<file path="src/assert_macros.svh">
// Assertion macros shared by the triangle closest-point RTL.
// Each macro expands to one labelled concurrent assertion on the rising clock edge.
`ifndef ASSERT_MACROS_SVH
`define ASSERT_MACROS_SVH

// The property must hold at every clock edge outside reset.
`define TCP_ASSERT(lbl, clk_i, rstn_i, prop, msg) \
	lbl: assert property (@(posedge clk_i) disable iff (!rstn_i) prop) else $error(msg);

// The condition must never be true outside reset.
`define TCP_ASSERT_NEVER(lbl, clk_i, rstn_i, cond, msg) \
	lbl: assert property (@(posedge clk_i) disable iff (!rstn_i) !(cond)) else $error(msg);

`endif

</file>
<file path="src/tcp_pkg.sv">
// Shared types, defaults and width helpers for the triangle closest-point block.
// Used by tcp_fifo, tcp_front, tcp_back and the top level; depends on nothing.
`default_nettype none

package tcp_pkg;

	localparam int COORD_WIDTH_DEF      = 24;
	localparam int WEIGHT_FRAC_BITS_DEF = 16;
	localparam int QUEUE_DEPTH          = 4;

	// Region codes, in the order the tests are made.
	typedef enum logic [2:0] {
		REG_VERT_A = 3'd0,
		REG_VERT_B = 3'd1,
		REG_EDGE_AB = 3'd2,
		REG_VERT_C = 3'd3,
		REG_EDGE_AC = 3'd4,
		REG_EDGE_BC = 3'd5,
		REG_INTERIOR = 3'd6
	} region_t;

	typedef struct packed {
		region_t region;
		logic    degen;
	} ctl_t;

	// Width of the divisor word for a given coordinate width: two levels of
	// exact products plus the three-term sum of the interior divisor.
	function automatic int den_w(input int cw);
		return 4 * cw + 11;
	endfunction

endpackage

`default_nettype wire

</file>
<file path="src/tcp_fifo.sv">
// Short register queue that decouples the classifying front from the solving back.
// Generic payload vector; takes tcp_pkg for its default depth and assert_macros.svh.
`default_nettype none
`include "assert_macros.svh"

module tcp_fifo #(
	parameter int WIDTH = 8,
	parameter int DEPTH = tcp_pkg::QUEUE_DEPTH
) (
	input  wire logic             clk,
	input  wire logic             arst_n,
	input  wire logic             wr,
	input  wire logic [WIDTH-1:0] wdata,
	output logic                  full,
	input  wire logic             rd,
	output logic [WIDTH-1:0]      rdata,
	output logic                  empty
);

	localparam int PTR_W = (DEPTH > 1) ? $clog2(DEPTH) : 1;
	localparam int CNT_W = $clog2(DEPTH + 1);

	logic [WIDTH-1:0] mem_q [DEPTH];
	logic [PTR_W-1:0] wr_ptr_q, rd_ptr_q;
	logic [CNT_W-1:0] cnt_q;
	logic             do_wr, do_rd;
	logic [CNT_W-1:0] cnt_inc, cnt_dec;

	assign full  = (cnt_q == CNT_W'(DEPTH));
	assign empty = (cnt_q == '0);
	assign do_wr = wr && !full;
	assign do_rd = rd && !empty;
	assign rdata = mem_q[rd_ptr_q];

	always_ff @(posedge clk or negedge arst_n) begin
		if (!arst_n) begin
			wr_ptr_q <= '0;
			rd_ptr_q <= '0;
			cnt_q    <= '0;
		end else begin
			if (do_wr) begin
				wr_ptr_q <= (wr_ptr_q == PTR_W'(DEPTH - 1)) ? '0 : wr_ptr_q + 1'b1;
			end
			if (do_rd) begin
				rd_ptr_q <= (rd_ptr_q == PTR_W'(DEPTH - 1)) ? '0 : rd_ptr_q + 1'b1;
			end
			if (do_wr && !do_rd) begin
				cnt_q <= cnt_q + 1'b1;
			end else if (do_rd && !do_wr) begin
				cnt_q <= cnt_q - 1'b1;
			end
		end
	end

	always_ff @(posedge clk) begin
		if (do_wr) begin
			mem_q[wr_ptr_q] <= wdata;
		end
	end

	// Expected count after a lone write or a lone read.
	assign cnt_inc = cnt_q + 1'b1;
	assign cnt_dec = cnt_q - 1'b1;

	`TCP_ASSERT_NEVER(a_cnt_range, clk, arst_n, cnt_q > CNT_W'(DEPTH), "queue count above depth")
	`TCP_ASSERT(a_cnt_grow, clk, arst_n, (do_wr && !do_rd) |=> (cnt_q == $past(cnt_inc)), "count not raised")
	`TCP_ASSERT(a_cnt_shrink, clk, arst_n, (do_rd && !do_wr) |=> (cnt_q == $past(cnt_dec)), "count not lowered")

endmodule

`default_nettype wire

</file>
<file path="config.mk">
export PLATFORM = sky130hd
export DESIGN_NAME = tcp_fifo
export DESIGN_NICKNAME = d
export VERILOG_FILES = /design/src/tcp_pkg.sv /design/src/tcp_fifo.sv
export VERILOG_INCLUDE_DIRS = /design/src /design/src/src
export SDC_FILE = /design/constraint.sdc
export NUM_CORES = 1
export LEC_CHECK = 0
export BUFFER_PORTS_ARGS = -buffer_cell sky130_fd_sc_hd__buf_2
export CORE_MARGIN = 3
export CORE_UTILIZATION = 55
export CTS_BUF_LIST = sky130_fd_sc_hd__clkbuf_8
export DETAILED_ROUTE_END_ITERATION = 6
export HOLD_SLACK_MARGIN = 0.02
export PLACE_DENSITY = 0.79
export SYNTH_ARGS = -nofsm -noshare
export SYNTH_HDL_FRONTEND = slang
export SYNTH_SLANG_ARGS = --single-unit
</file>
<file path="constraint.sdc">
create_clock -name clk -period 3.2 [get_ports clk]
set_input_delay 0.48 -clock clk [delete_from_list [all_inputs] [get_ports clk]]
set_output_delay 0.48 -clock clk [all_outputs]
set_load 0.03 [all_outputs]
</file>
==> flow_summary.rst <==
.. list-table::
   :header-rows: 1

   * - Metric
     - Value
   * - Count of synthesis-stage warnings from yosys
     - 0
   * - Post-layout min period
     - 2.25 ns
   * - Antenna fix cells
     - 0
   * - Worst vdd rail ir drop
     - 0.000931 V
   * - Cell breakdown of the critical path
     - mux4_2 -> buf_2
   * - DIE HEIGHT
     - 60.2 um
   * - Post-detailed-route wirelength per cell
     - around 18 um
   * - Count of different cell masters after synthesis
     - 19
   * - Number of primary I/O pins
     - 22
   * - Number of buffers on the longest clock path
     - 2
   * - Final setup viols
     - 0
   * - Period utilization
     - 70.3%
   * - Average instance area after synthesis
     - around 20 um2
   * - Top flip-flop cell by instance count after synthesis
     - sky130_fd_sc_hd__edfxtp_1
   * - Kind of end point of the critical path
     - primary output
   * - Leading cell types by total area after synthesis
     - sky130_fd_sc_hd__edfxtp_1 (59%), sky130_fd_sc_hd__mux4_2 (11%), sky130_fd_sc_hd__dfrtp_1 (11%)
   * - Weighted congestion at the end of routability-driven global placement
     - ~0.64
   * - Critical R2R Launch
     - cnt_q[0]
   * - Insertion delay to the later sink of the worst-skew pair
     - roughly 0.28 ns
   * - Fin Clk Skew
     - 0.00219 ns
   * - Worst reg-to-reg setup slack
     - approximately 1.2 ns
   * - Vias in the first global route
     - 811
   * - Full die area
     - ~3600 um2
   * - Starting DRC count in detailed routing
     - 35
   * - Worst EP required
     - 2.72 ns
   * - Critical path start-end classification
     - reg2out
   * - Via count
     - ~740
   * - Arr. time, crit path
     - 1.77 ns
   * - Clock root cell
     - sky130_fd_sc_hd__clkbuf_8
   * - Wire length of the first global-routing pass
     - 3.97 mm
   * - Number of design rule violations left after detail routing
     - 0
   * - Largest net degree at the start of global routing
     - 13
   * - Total gr overflow
     - 0
   * - Number of buffer and inverter stages on the critical path
     - 1
   * - Worst min-delay path category
     - in2reg
   * - Final max-slew violation count
     - 0
   * - Status
     - completed
   * - Floorplan Core Area
     - 2780 um2
   * - Antenna violations before repair
     - 0
   * - Highest-delay cell along the critical path
     - sky130_fd_sc_hd__dfrtp_1
   * - Count of input and output buffers
     - 21
   * - Number of max-cap violations
     - 0
   * - Die boundary width
     - 60.2 um
   * - Maximum cell stage delay along the critical path
     - 0.71 ns
   * - Area added between synthesis and finish
     - 16.2%
   * - CTS tree
     - built
   * - Final hold violation count
     - 0
   * - Final antenna-violating net count
     - 0
   * - Commonest non-fill, non-tap cells in the layout
     - sky130_fd_sc_hd__edfxtp_1 (32), sky130_fd_sc_hd__buf_2 (21), sky130_fd_sc_hd__mux4_2 (8)
   * - Post-Synthesis Net Count
     - 98
   * - Final standard cell utilization of the core
     - 67.6%
   * - Pleak
     - 0.731 nW
   * - Setup tns final
     - 0 ns
   * - Total of flip-flops plus latches after synthesis
     - 39
   * - Most area-hungry cell type in the Yosys netlist
     - sky130_fd_sc_hd__edfxtp_1
   * - Ratio of routed vias to standard cells
     - about 5.4
   * - Number of synthesized flops with an enable pin
     - 32
   * - Rows
     - 19
   * - Post-CTS clock slew at the launch and capture registers of the worst setup and hold paths
     - 0.07 ns
   * - Slew of the pin with the lowest slew margin
     - 0.768 ns
   * - Ratio of total power to cell area
     - 994 nW/um2
   * - Gate count after technology mapping
     - 79
   * - Post-synthesis instance area
     - 1620 um2
   * - Post-synth ARST share
     - about 18%
   * - Hold path startpoint
     - wdata[3]
   * - Critical Path Start
     - rd_ptr_q[0]
   * - Largest fanout of any net on the critical path
     - 11
   * - # resized after CTS
     - 0
   * - Final layout net count
     - 125
   * - Global router's overall resource usage
     - 16.6%
   * - Number of H-tree levels
     - 2
   * - Worst relative slew slack
     - between 40% and 50%
   * - RSZ-0062 raised after global routing
     - false
   * - Total detailed-routing wirelength
     - between 2 and 2.5 mm
   * - Maximum operating frequency
     - 0.445 GHz
   * - Kind of cell with the highest combined delay on the critical path
     - flip-flops
   * - Starting utilization of the core area
     - 58.2%
   * - Share of the synthesized area in the top cell type
     - 59.4%
   * - Sequential-to-total area share from yosys stat
     - 70.2%
   * - Element type at the critical path start
     - flop
   * - Number of buffers created by CTS
     - 5
   * - Number of sinks driven by the clock tree
     - 39
   * - Most frequent standard cell in the layout excluding fill and tap cells
     - sky130_fd_sc_hd__edfxtp_1
   * - Fraction of final layout cells sized beyond drive strength 1
     - 42.1%
   * - Detailed-router iteration count before antenna repair
     - 4
   * - Layout filler cell count
     - 183
-- registers in the layout, summed over array words and instances (netlist names) --
name      cells
cnt_q         3
mem_q        32
rd_ptr_q      2
wr_ptr_q      2
-- metal layers --
metal  up-vias  track usage [%]  part of all wire, %
met5         -                0                    0
met3         5             5.18                  5.2
met4         0             10.4                  1.9
met1       367             19.1                   40
met2        16             26.7                   53
li1        354                -                    -
-- synth_stat cells (2+ instances only) --
cell	number
sky130_fd_sc_hd__and2_1	3
sky130_fd_sc_hd__xor2_1	2
sky130_fd_sc_hd__nor2_1	4
sky130_fd_sc_hd__dfrtp_1	7
sky130_fd_sc_hd__mux2_4	4
sky130_fd_sc_hd__inv_1	3
sky130_fd_sc_hd__edfxtp_1	32
sky130_fd_sc_hd__mux4_2	8
sky130_fd_sc_hd__ha_1	6
-- final timing paths --
path,to,cells after the start
hold / removal,mem_q[3][3],1
min in group asynchronous,rd_ptr_q[1],2
hold reg to reg,cnt_q[2],1
setup / recovery,rdata[6],2
max in group asynchronous,cnt_q[0],2
setup reg to reg,cnt_q[2],8
-- through the flow --
stage          instances  hold WS (ns)  power, W  setup slack, ns  instance area [um2]
6_report             138         0.409   0.00187            0.951                 1880
2_1_floorplan         79         0.184   0.00132            0.646                 1620
3_5_place_dp         129         0.328   0.00149             1.17                 1750
5_1_grt              138         0.403   0.00199            0.822                 1880
3_3_place_gp         129         0.324   0.00146             1.22                 1750
4_1_cts              138         0.400   0.00190            0.903                 1880
-- logic make-up after synthesis --
family / synth area share [%]
xor+xnor: 1.62
fa+ha+maj: 5.88
buf+inv: 1.24
mux: 15.5
flops: 70.2
simple gates: 5.49
-- report_power, final --
part	switching (W)	internal (W)
registers	0.000122	0.000688
logic	0.000342	0.000307
clock network	0.000158	0.000252
-- cell type report --
class | count | area (um2) | area share (%)
Tap cell | 31 | 38.8 | 2.06
Inverter | 3 | 11.3 | 0.599
Clock buffer | 6 | 82.6 | 4.39
Timing Repair Buffer | 22 | 115 | 6.12
Sequential cell | 39 | 1140 | 60.4
Clock inverter | 2 | 35.0 | 1.86
Multi-Input combinational cell | 35 | 462 | 24.6
-- repair_timing --
item / 4_1_cts / 5_1_grt
endpoints found under the hold margin: 7 / 0
hold buffers: 1 / 0
setup buffers: 0 / 0
-- worst register-to-register path, cell delays in order (launching register included) --
cell,delay [ns]
sky130_fd_sc_hd__dfrtp_1,0.46
sky130_fd_sc_hd__nor3_1,0.26
sky130_fd_sc_hd__nand2b_4,0.20
sky130_fd_sc_hd__ha_1,0.18
sky130_fd_sc_hd__inv_1,0.06
sky130_fd_sc_hd__fa_1,0.37
sky130_fd_sc_hd__xor2_1,0.15
sky130_fd_sc_hd__nor2_1,0.11
sky130_fd_sc_hd__xor2_1,0.15
Power figures use the tool's default switching activity.
